**src/rtl/ibfr_pkg.sv**
```systemverilog
// Package for the servo-frame receiver: frame constants, result kinds and stream widths.
// No dependencies; imported by ibus_frame_receiver.
package ibfr_pkg;

  // Frame layout
  localparam int unsigned CHANNELS    = 14;
  localparam int unsigned FRAME_BYTES = 32;
  localparam int unsigned CSUM_BYTES  = 30;
  localparam int unsigned WORDS       = FRAME_BYTES / 2;
  localparam int unsigned POS_W       = $clog2(FRAME_BYTES);
  localparam int unsigned WIDX_W      = $clog2(WORDS);

  localparam logic [7:0]  HDR0       = 8'h20;
  localparam logic [7:0]  HDR1       = 8'h40;
  localparam logic [15:0] CSUM_SEED  = 16'hFFFF;
  localparam logic [31:0] TIMEOUT_RST = 32'd100;

  // Stream widths
  localparam int unsigned IN_TDATA_W  = 40;
  localparam int unsigned IN_TUSER_W  = 1;
  localparam int unsigned OUT_TDATA_W = 120;
  localparam int unsigned OUT_TUSER_W = 2;

  // Input word kinds
  localparam logic CMD_BYTE     = 1'b0;
  localparam logic CMD_LINE_ERR = 1'b1;

  // Result kinds
  typedef enum logic [1:0] {
    KIND_CHAN     = 2'd0,
    KIND_CSUM_ERR = 2'd1,
    KIND_LINE_ERR = 2'd2
  } kind_e;

endpackage

```
**src/rtl/ibus_frame_receiver.sv**
```systemverilog
// Servo-frame receiver: header hunt, running checksum, channel readout and link status.
// Depends on ibfr_pkg.
//
// Channel    Dir  Handshake               Payload
// s_axis     in   tvalid/tready           tuser: command; tdata: rx_data, time_ms
// m_axis     out  tvalid/tready, tlast    tuser: result_kind; tdata: index, value, totals
// cfg        in   cfg_we_i                cfg_wdata_i: online_timeout_ms
//
// A byte that does not end a frame is taken and the block stays ready for the next byte.
// A frame end passes the check and age states, then its results leave the single output
// register one per cycle while free: 14 channel results or one checksum error. A line
// error goes via the age state to one result. Input waits; stalls hold the sequencer.
// Reset clears the hunt, counters and flags; the frame store needs no clearing.
module ibus_frame_receiver (
  input  logic                               clk_i,
  input  logic                               rst_ni,
  // online_timeout_ms
  input  logic                               cfg_we_i,
  input  logic [31:0]                        cfg_wdata_i,
  input  logic                               s_axis_tvalid,
  output logic                               s_axis_tready,
  // [7:0] rx_data, [39:8] time_ms
  input  logic [ibfr_pkg::IN_TDATA_W-1:0]    s_axis_tdata,
  // [0] command
  input  logic [ibfr_pkg::IN_TUSER_W-1:0]    s_axis_tuser,
  output logic                               m_axis_tvalid,
  input  logic                               m_axis_tready,
  // [3:0] channel_index, [19:4] channel_value, [51:20] good_frame_total,
  // [83:52] error_total, [115:84] stamp_ms, [116] online, [119:117] zero
  output logic [ibfr_pkg::OUT_TDATA_W-1:0]   m_axis_tdata,
  // [1:0] result_kind
  output logic [ibfr_pkg::OUT_TUSER_W-1:0]   m_axis_tuser,
  output logic                               m_axis_tlast
);
  import ibfr_pkg::*;

  typedef enum logic [1:0] {
    ST_IDLE,
    ST_CHECK,
    ST_AGE,
    ST_EMIT
  } state_e;

  localparam logic [3:0]       CHAN_LAST = 4'(CHANNELS - 1);
  localparam logic [POS_W-1:0] POS_LAST  = POS_W'(FRAME_BYTES - 1);
  localparam logic [POS_W-1:0] POS_CSUM  = POS_W'(CSUM_BYTES);
  localparam logic [POS_W-1:0] POS_HDR1  = POS_W'(1);
  localparam logic [POS_W-1:0] POS_BODY  = POS_W'(2);

  state_e           state_q, state_d;
  logic [POS_W-1:0] pos_q, pos_d;
  logic [15:0]      sum_q, sum_d;
  logic [31:0]      now_q, now_d;
  logic [31:0]      stamp_q, stamp_d;
  logic [31:0]      good_q, good_d;
  logic [31:0]      bad_q, bad_d;
  logic [31:0]      timeout_q, timeout_d;
  logic             seen_q, seen_d;
  logic             online_q, online_d;
  kind_e            kind_q, kind_d;
  logic [3:0]       ch_q, ch_d;

  logic             m_valid_q, m_valid_d;
  logic [OUT_TDATA_W-1:0] m_data_q, m_data_d;
  kind_e            m_kind_q, m_kind_d;
  logic             m_last_q, m_last_d;

  // Frame store: one 16-bit word per byte pair
  logic [15:0]      word_q [WORDS];

  logic             in_acc;
  logic             in_cmd;
  logic [7:0]       in_byte;
  logic [31:0]      in_time;
  logic             out_free;
  logic [31:0]      age;
  logic [WIDX_W-1:0] rd_idx;
  logic             emit_last;
  logic [3:0]       emit_idx;
  logic [15:0]      emit_val;

  assign s_axis_tready = (state_q == ST_IDLE);
  assign in_acc   = s_axis_tvalid && s_axis_tready;
  assign in_cmd   = s_axis_tuser[0];
  assign in_byte  = s_axis_tdata[7:0];
  assign in_time  = s_axis_tdata[39:8];
  assign out_free = !m_valid_q || m_axis_tready;
  assign age      = now_q - stamp_q;
  assign rd_idx   = WIDX_W'(ch_q + 4'd1);

  // Fields of the result being loaded this cycle
  always_comb begin
    emit_last = (kind_q != KIND_CHAN) || (ch_q == CHAN_LAST);
    emit_idx  = (kind_q == KIND_CHAN) ? ch_q : 4'd0;
    emit_val  = (kind_q == KIND_CHAN) ? word_q[rd_idx] : 16'd0;
  end

  // Sequencer: hunt, accumulate, check, age, emit
  always_comb begin
    state_d   = state_q;
    pos_d     = pos_q;
    sum_d     = sum_q;
    now_d     = now_q;
    stamp_d   = stamp_q;
    good_d    = good_q;
    bad_d     = bad_q;
    timeout_d = timeout_q;
    seen_d    = seen_q;
    online_d  = online_q;
    kind_d    = kind_q;
    ch_d      = ch_q;
    m_valid_d = m_valid_q;
    m_data_d  = m_data_q;
    m_kind_d  = m_kind_q;
    m_last_d  = m_last_q;

    if (cfg_we_i) begin
      timeout_d = cfg_wdata_i;
    end

    // Drop the output word once taken
    if (m_axis_tready) begin
      m_valid_d = 1'b0;
    end

    case (state_q)
      ST_IDLE: begin
        if (in_acc) begin
          now_d = in_time;
          if (in_cmd == CMD_LINE_ERR) begin
            bad_d   = bad_q + 32'd1;
            pos_d   = '0;
            kind_d  = KIND_LINE_ERR;
            state_d = ST_AGE;
          end else if (pos_q == '0) begin
            if (in_byte == HDR0) begin
              pos_d = POS_HDR1;
              sum_d = CSUM_SEED - {8'h00, in_byte};
            end
          end else if (pos_q == POS_HDR1) begin
            if (in_byte == HDR1) begin
              pos_d = POS_BODY;
              sum_d = sum_q - {8'h00, in_byte};
            end else begin
              pos_d = '0;
            end
          end else begin
            pos_d = pos_q + POS_W'(1);
            if (pos_q < POS_CSUM) begin
              sum_d = sum_q - {8'h00, in_byte};
            end
            if (pos_q == POS_LAST) begin
              pos_d   = '0;
              state_d = ST_CHECK;
            end
          end
        end
      end
      ST_CHECK: begin
        if (sum_q == word_q[WORDS-1]) begin
          good_d  = good_q + 32'd1;
          stamp_d = now_q;
          seen_d  = 1'b1;
          kind_d  = KIND_CHAN;
        end else begin
          bad_d  = bad_q + 32'd1;
          kind_d = KIND_CSUM_ERR;
        end
        state_d = ST_AGE;
      end
      ST_AGE: begin
        online_d = seen_q && (age < timeout_q);
        ch_d     = 4'd0;
        state_d  = ST_EMIT;
      end
      ST_EMIT: begin
        if (out_free) begin
          m_valid_d = 1'b1;
          m_kind_d  = kind_q;
          m_last_d  = emit_last;
          m_data_d  = {3'b000, online_q, stamp_q, bad_q, good_q, emit_val, emit_idx};
          ch_d      = ch_q + 4'd1;
          if (emit_last) begin
            state_d = ST_IDLE;
          end
        end
      end
      default: state_d = ST_IDLE;
    endcase
  end

  // Hold state, counters and the output register
  always_ff @(posedge clk_i or negedge rst_ni) begin
    if (!rst_ni) begin
      state_q   <= ST_IDLE;
      pos_q     <= '0;
      sum_q     <= '0;
      now_q     <= '0;
      stamp_q   <= '0;
      good_q    <= '0;
      bad_q     <= '0;
      timeout_q <= TIMEOUT_RST;
      seen_q    <= 1'b0;
      online_q  <= 1'b0;
      kind_q    <= KIND_CHAN;
      ch_q      <= '0;
      m_valid_q <= 1'b0;
      m_data_q  <= '0;
      m_kind_q  <= KIND_CHAN;
      m_last_q  <= 1'b0;
    end else begin
      state_q   <= state_d;
      pos_q     <= pos_d;
      sum_q     <= sum_d;
      now_q     <= now_d;
      stamp_q   <= stamp_d;
      good_q    <= good_d;
      bad_q     <= bad_d;
      timeout_q <= timeout_d;
      seen_q    <= seen_d;
      online_q  <= online_d;
      kind_q    <= kind_d;
      ch_q      <= ch_d;
      m_valid_q <= m_valid_d;
      m_data_q  <= m_data_d;
      m_kind_q  <= m_kind_d;
      m_last_q  <= m_last_d;
    end
  end

  // Write frame body bytes into their word half
  always_ff @(posedge clk_i) begin
    if (in_acc && (in_cmd == CMD_BYTE) && (pos_q >= POS_BODY)) begin
      if (pos_q[0]) begin
        word_q[pos_q[POS_W-1:1]][15:8] <= in_byte;
      end else begin
        word_q[pos_q[POS_W-1:1]][7:0] <= in_byte;
      end
    end
  end

  assign m_axis_tvalid = m_valid_q;
  assign m_axis_tdata  = m_data_q;
  assign m_axis_tuser  = m_kind_q;
  assign m_axis_tlast  = m_last_q;

  // Error results stand alone
  a_err_last: assert property (@(posedge clk_i) disable iff (!rst_ni)
    (m_axis_tvalid && (m_axis_tuser != KIND_CHAN)) |-> m_axis_tlast)
    else $error("error result without tlast");

  // A channel run ends on the last channel only
  a_chan_last: assert property (@(posedge clk_i) disable iff (!rst_ni)
    (m_axis_tvalid && (m_axis_tuser == KIND_CHAN) && m_axis_tlast)
      |-> (m_axis_tdata[3:0] == CHAN_LAST))
    else $error("channel run ended early");

  // The good-frame counter moves by at most one per cycle
  a_good_step: assert property (@(posedge clk_i) disable iff (!rst_ni)
    (good_q != $past(good_q)) |-> (good_q == $past(good_q) + 32'd1))
    else $error("good count jumped");

  // Input is taken only while no result run is pending
  a_no_accept_busy: assert property (@(posedge clk_i) disable iff (!rst_ni)
    (state_q == ST_EMIT) |-> !s_axis_tready)
    else $error("input accepted during emission");

endmodule

```
**config.mk**
```make
export PLATFORM = sky130hd
export DESIGN_NAME = ibus_frame_receiver
export DESIGN_NICKNAME = d
export VERILOG_FILES = /design/src/rtl/ibfr_pkg.sv /design/src/rtl/ibus_frame_receiver.sv
export SDC_FILE = /design/constraint.sdc
export NUM_CORES = 1
export LEC_CHECK = 0
export BUFFER_PORTS_ARGS = -buffer_cell sky130_fd_sc_hd__clkbuf_2
export CORE_MARGIN = 10
export CORE_UTILIZATION = 50
export DETAILED_ROUTE_END_ITERATION = 16
export PLACE_DENSITY_LB_ADDON = 0.12
export SETUP_SLACK_MARGIN = 0.3
export SLEW_MARGIN = 20
export SYNTH_ARGS = -nofsm -noshare
export SYNTH_HDL_FRONTEND = slang
export SYNTH_SLANG_ARGS = --single-unit
```
**constraint.sdc**
```tcl
create_clock -name clk_i -period 4.21 [get_ports clk_i]
set_input_delay 0.2105 -clock clk_i [delete_from_list [all_inputs] [get_ports clk_i]]
set_output_delay 0.2105 -clock clk_i [all_outputs]
set_load 0.1 [all_outputs]
```
==> impl_metrics.xml <==
<?xml version="1.0" encoding="UTF-8"?>
<metrics>
  <group name="worst_setup_path">
    <metric name="timing.critical_path.arrival" unit="ns">4.17</metric>
    <metric name="worstPathCellList" unit="">ha_1 &gt; a21oi_1 &gt; o21ai_0 &gt; a2111o_1 &gt; a311o_1 &gt; a31oi_1 &gt; xnor2_1 &gt; ha_1 &gt; nand2_1 &gt; or2_2 &gt; or3_1 &gt; o22ai_1 &gt; o21ai_1</metric>
    <metric name="reg2reg_slack" unit="ns">0.54</metric>
    <metric name="worst-path-max-fanout" unit="">9</metric>
    <metric name="required" unit="ns">4.71</metric>
    <metric name="max_stage_delay" unit="ns">0.42</metric>
    <metric name="crit_start" unit="">now_q[22]</metric>
    <metric name="category_of_cells_accounting_for_the_largest_share_of_critical_path_delay" unit="">compound AO/OA/AOI/OAI gates</metric>
    <metric name="start_kind" unit="">flop</metric>
    <metric name="reg2reg_from" unit="">now_q[22]</metric>
    <metric name="worst-setup-path-type" unit="">flop to flop</metric>
    <metric name="crit-reg2reg-capture" unit="">online_q</metric>
    <metric name="critical-path-top-cell-by-count" unit="">sky130_fd_sc_hd__ha_1</metric>
    <metric name="timing.critical_path.depth" unit="">13</metric>
    <metric name="cp_num_buf_inv" unit="">0</metric>
    <metric name="timing.critical_path.to_type" unit="">flop</metric>
    <metric name="reg2reg_depth" unit="">13</metric>
    <metric name="endpoint" unit="">online_q</metric>
    <metric name="slowest_library_cell_on_the_worst_path" unit="">sky130_fd_sc_hd__a2111o_1</metric>
  </group>
  <group name="cells_and_area">
    <metric name="post_route_cells_drive_above_1_share" unit="%">23.2</metric>
    <metric name="synthToLayoutAreaGrowth" unit="%">17.6</metric>
    <metric name="post-route-util" unit="%">59.8</metric>
    <metric name="antenna-diode-count" unit="">0</metric>
    <metric name="nets" unit="">2415</metric>
  </group>
  <group name="clock_network">
    <metric name="tritoncts_clock_tree" unit="">done</metric>
    <metric name="cts_clk_pin_slew_worst_paths" unit="ns">0.06</metric>
    <metric name="cts_max_path_buffers" unit="">3</metric>
    <metric name="cts.sinks" unit="">568</metric>
    <metric name="root_buffer" unit="">sky130_fd_sc_hd__clkbuf_16</metric>
    <metric name="htree_levels" unit="">2</metric>
    <metric name="cts-buffers-inserted" unit="">58</metric>
    <metric name="worstSkewPairLatency" unit="ns">0.63</metric>
  </group>
  <group name="timing">
    <metric name="hold_viol" unit="">0</metric>
    <metric name="tightestPinTransition" unit="ns">1.08</metric>
    <metric name="slew_headroom" unit="%">28.2</metric>
    <metric name="setup_total_negative_slack" unit="ns">0</metric>
    <metric name="fin_crit_sh" unit="%">87.1</metric>
    <metric name="fmax" unit="GHz">0.273</metric>
    <metric name="period_needed" unit="ns">3.67</metric>
    <metric name="pins_over_slew_limit" unit="">0</metric>
    <metric name="fin_worst_hold_slack" unit="ns">0.167</metric>
    <metric name="setup_skew_after_layout" unit="ns">0.0230</metric>
    <metric name="rsz_0062_raised_after_global_routing" unit="">false</metric>
    <metric name="setup_viol" unit="">0</metric>
  </group>
  <group name="power">
    <metric name="netsw" unit="W">0.00727</metric>
    <metric name="leakage" unit="nW">12.5</metric>
    <metric name="power.sequential.fraction" unit="%">35.1</metric>
    <metric name="netSwitchingFraction" unit="%">37.6</metric>
    <metric name="power.density_cell_area" unit="mW/mm^2">642</metric>
    <metric name="vdd_drop_max" unit="uV">706</metric>
    <metric name="internal_power" unit="W">0.0121</metric>
    <metric name="power.combinational.fraction" unit="%">38.2</metric>
    <metric name="share_clk_of_total_power" unit="%">26.8</metric>
  </group>
  <group name="drt">
    <metric name="first_pass_iters" unit="">5</metric>
    <metric name="vias" unit="">16700</metric>
    <metric name="postRouteWirelength" unit="mm">61.7</metric>
    <metric name="vias_per_cell" unit="">5.62</metric>
    <metric name="detail_route.drc_violations" unit="">0</metric>
    <metric name="number_of_violations_reported_at_the_end_of_detailed_routing_iteration_0" unit="">1358</metric>
    <metric name="routed_wire_length_per_instance" unit="um">20.8</metric>
    <metric name="route.antenna.remaining_nets" unit="">0</metric>
  </group>
  <group name="floorplan">
    <metric name="design.core.area" unit="sq mm">0.0504</metric>
    <metric name="floorplan.die_area" unit="sq mm">0.0607</metric>
    <metric name="dieWidth" unit="um">246</metric>
    <metric name="start_util" unit="%">50.9</metric>
    <metric name="dieHeight" unit="um">246</metric>
    <metric name="placement_rows" unit="">82</metric>
    <metric name="ios" unit="">203</metric>
  </group>
  <group name="synthesis">
    <metric name="number_of_synthesized_flops_with_an_enable_pin" unit="">256</metric>
    <metric name="synth_area_per_cell" unit="sq um">13.0</metric>
    <metric name="yosys.area.top_type" unit="">sky130_fd_sc_hd__dfrtp_1</metric>
    <metric name="most_repeated_cell_in_the_gate_level_netlist_after_synthesis" unit="">sky130_fd_sc_hd__dfrtp_1</metric>
    <metric name="yosysSeqAreaShare" unit="%">60.5</metric>
    <metric name="yosys_most_used_dff" unit="">sky130_fd_sc_hd__dfrtp_1</metric>
    <metric name="yosys.cell_types.count" unit="">73</metric>
    <metric name="synth.top_cell.area_share" unit="%">30.2</metric>
    <metric name="synthesis.instances" unit="">1971</metric>
    <metric name="yosys-top-cells-area" unit="">sky130_fd_sc_hd__dfrtp_1, sky130_fd_sc_hd__edfxtp_1, sky130_fd_sc_hd__mux4_2, sky130_fd_sc_hd__mux2_2, sky130_fd_sc_hd__ha_1</metric>
    <metric name="synthesis.area" unit="sq mm">0.0256</metric>
    <metric name="synth.ff_latch_count" unit="">568</metric>
    <metric name="synth_async_sr_flop_share" unit="%">54.9</metric>
    <metric name="post_synth_most_frequent_cells" unit="">sky130_fd_sc_hd__dfrtp_1, sky130_fd_sc_hd__edfxtp_1, sky130_fd_sc_hd__nand2_1</metric>
    <metric name="yosys_warnings" unit="">0</metric>
  </group>
  <group name="global_routing">
    <metric name="initial_antenna_violation_count" unit="">0</metric>
    <metric name="grt_start_max_net_pins" unit="">116</metric>
    <metric name="grt_first_pass_wirelength" unit="mm">97.3</metric>
    <metric name="grt_use_total" unit="%">20.3</metric>
    <metric name="vias_in_the_first_global_route" unit="">17000</metric>
    <metric name="globalRoute.totalOverflow" unit="">0</metric>
  </group>
  <group name="place">
    <metric name="hpwlAfterDp" unit="mm">41.5</metric>
    <metric name="routabilityCongestion" unit="">0.888</metric>
    <metric name="port_buffers" unit="">199</metric>
  </group>
  <group name="worst_hold_path">
    <metric name="holdCritPathClass" unit="">input port to flop</metric>
  </group>
  <group name="job">
    <metric name="max_cap_check_violation_count" unit="">0</metric>
  </group>
  <group name="run_status">
    <metric name="outcome" unit="">finished clean</metric>
  </group>
</metrics>
-- worst min-delay path by stage --
stage	startpoint	end	depth (start not counted)
3_3_place_gp	rst_ni	timeout_q[28]	1
6_report	s_axis_tdata[7]	word_q[7][7]	2
4_1_cts	s_axis_tdata[7]	word_q[3][7]	2
5_1_grt	s_axis_tdata[7]	word_q[7][7]	2
3_5_place_dp	rst_ni	timeout_q[28]	1
2_1_floorplan	rst_ni	bad_q[0]	0
-- placed cells by master, fill, tap and decap left out, types with 10 or more instances in the layout --
| master | n |
|---|---|
| sky130_fd_sc_hd__dfrtp_1 | 308 |
| sky130_fd_sc_hd__edfxtp_1 | 256 |
| sky130_fd_sc_hd__nand2_1 | 213 |
| sky130_fd_sc_hd__clkbuf_2 | 198 |
| sky130_fd_sc_hd__mux2_2 | 126 |
| sky130_fd_sc_hd__o21ai_0 | 111 |
| sky130_fd_sc_hd__inv_1 | 100 |
| sky130_fd_sc_hd__nor2_1 | 83 |
| sky130_fd_sc_hd__ha_1 | 81 |
| sky130_fd_sc_hd__dlygate4sd3_1 | 68 |
| sky130_fd_sc_hd__mux4_2 | 64 |
| sky130_fd_sc_hd__xnor2_1 | 61 |
| sky130_fd_sc_hd__nand3_1 | 60 |
| sky130_fd_sc_hd__clkbuf_16 | 58 |
| sky130_fd_sc_hd__a21oi_1 | 48 |
| sky130_fd_sc_hd__xor2_1 | 46 |
| sky130_fd_sc_hd__nor3_1 | 33 |
| sky130_fd_sc_hd__nand4_1 | 23 |
| sky130_fd_sc_hd__buf_4 | 23 |
| sky130_fd_sc_hd__nor4_1 | 22 |
| sky130_fd_sc_hd__conb_1 | 19 |
| sky130_fd_sc_hd__clkbuf_1 | 18 |
| sky130_fd_sc_hd__nand3b_1 | 17 |
| sky130_fd_sc_hd__a32o_1 | 17 |
| sky130_fd_sc_hd__a21o_1 | 14 |
| sky130_fd_sc_hd__and3_1 | 14 |
| sky130_fd_sc_hd__a31oi_1 | 14 |
| sky130_fd_sc_hd__or3_1 | 10 |
| sky130_fd_sc_hd__nand2b_1 | 10 |
-- logic make-up (layout without fill, tap and decap cells) --
group,after synthesis,count (layout),synth area share (%)
flip-flops,568,568,60.5
other,1,19,0.0146
XOR/XNOR,110,110,3.76
AO/OA/AOI/OAI,288,288,7.29
AND/OR/NAND/NOR,538,538,10.2
multiplexers,193,193,11.3
adder cells (fa/ha/maj),84,84,4.16
buffers and inverters,189,502,2.83
-- worst register-to-register path, cell delays in order, from the launching register on --
cell	delay (ns)
sky130_fd_sc_hd__dfrtp_1	0.40
sky130_fd_sc_hd__ha_1	0.41
sky130_fd_sc_hd__a21oi_1	0.33
sky130_fd_sc_hd__o21ai_0	0.12
sky130_fd_sc_hd__a2111o_1	0.42
sky130_fd_sc_hd__a311o_1	0.31
sky130_fd_sc_hd__a31oi_1	0.18
sky130_fd_sc_hd__xnor2_1	0.10
sky130_fd_sc_hd__ha_1	0.30
sky130_fd_sc_hd__nand2_1	0.06
sky130_fd_sc_hd__or2_2	0.30
sky130_fd_sc_hd__or3_1	0.38
sky130_fd_sc_hd__o22ai_1	0.15
sky130_fd_sc_hd__o21ai_1	0.08
-- cell type report --
| cell class | instances | area (sq um) |
|---|---|---|
| clock inverter | 25 | 307 |
| clock buffer | 84 | 1630 |
| multi-input combinational | 1232 | 9550 |
| tap | 672 | 841 |
| sequential | 568 | 15500 |
| timing repair buffer | 293 | 1920 |
| inverter | 100 | 375 |
| fill | 4034 | 20300 |
-- per-layer routing --
| layer | part of all wire [%] | vias to the layer above | wire, um | track usage [%] |
|---|---|---|---|---|
| met5 | 0 | - | 0 | 0 |
| li1 | - | 7764 | - | - |
| met1 | 44 | 8360 | 27000 | 27.4 |
| met3 | 5.8 | 100 | 3560 | 3.37 |
| met2 | 48 | 487 | 29600 | 33.1 |
| met4 | 2.5 | 0 | 1510 | 6.24 |
-- flip-flops by register name, summed over array words and instances, names as in the netlist --
register and flops:
bad_q 32, m_axis_tvalid 1, pos_q 5, m_axis_tuser 2, now_q 32, m_axis_tdata 117, kind_q 2, good_q 32
state_q 2, sum_q 16, timeout_q 32, ch_q 4, word_q 256, m_axis_tlast 1, online_q 1, stamp_q 32
seen_q 1
-- through the flow --
stage          instances  worst slack, ns  power, W  cell area, sq um
2_1_floorplan       1989            0.703    0.0123             25700
3_3_place_gp        2796            0.430    0.0141             27500
3_5_place_dp        2796            0.344    0.0142             27500
4_1_cts             2973            0.327    0.0195             30100
5_1_grt             2974            0.301    0.0205             30100
6_report            2974            0.544    0.0193             30100
-- power groups by stage --
stage / sequential [W] / clock, W / combinational, W
after global placement: 0.00687 / 0 / 0.00719
final: 0.00678 / 0.00518 / 0.00738
after global routing: 0.00685 / 0.00552 / 0.00809
after floorplan: 0.00780 / 0 / 0.00455
after detailed placement: 0.00689 / 0 / 0.00731
after CTS: 0.00679 / 0.00530 / 0.00740
-- what timing repair did --
| item | CTS | global route |
|---|---|---|
| setup buffers | 0 | 1 |
| endpoints found under the hold margin | 179 | 0 |
| gates resized for setup | 0 | 9 |
| hold buffers | 68 | 0 |
| setup endpoints to repair | 0 | 1 |
Note: power is estimated with default switching activity, not from simulation.
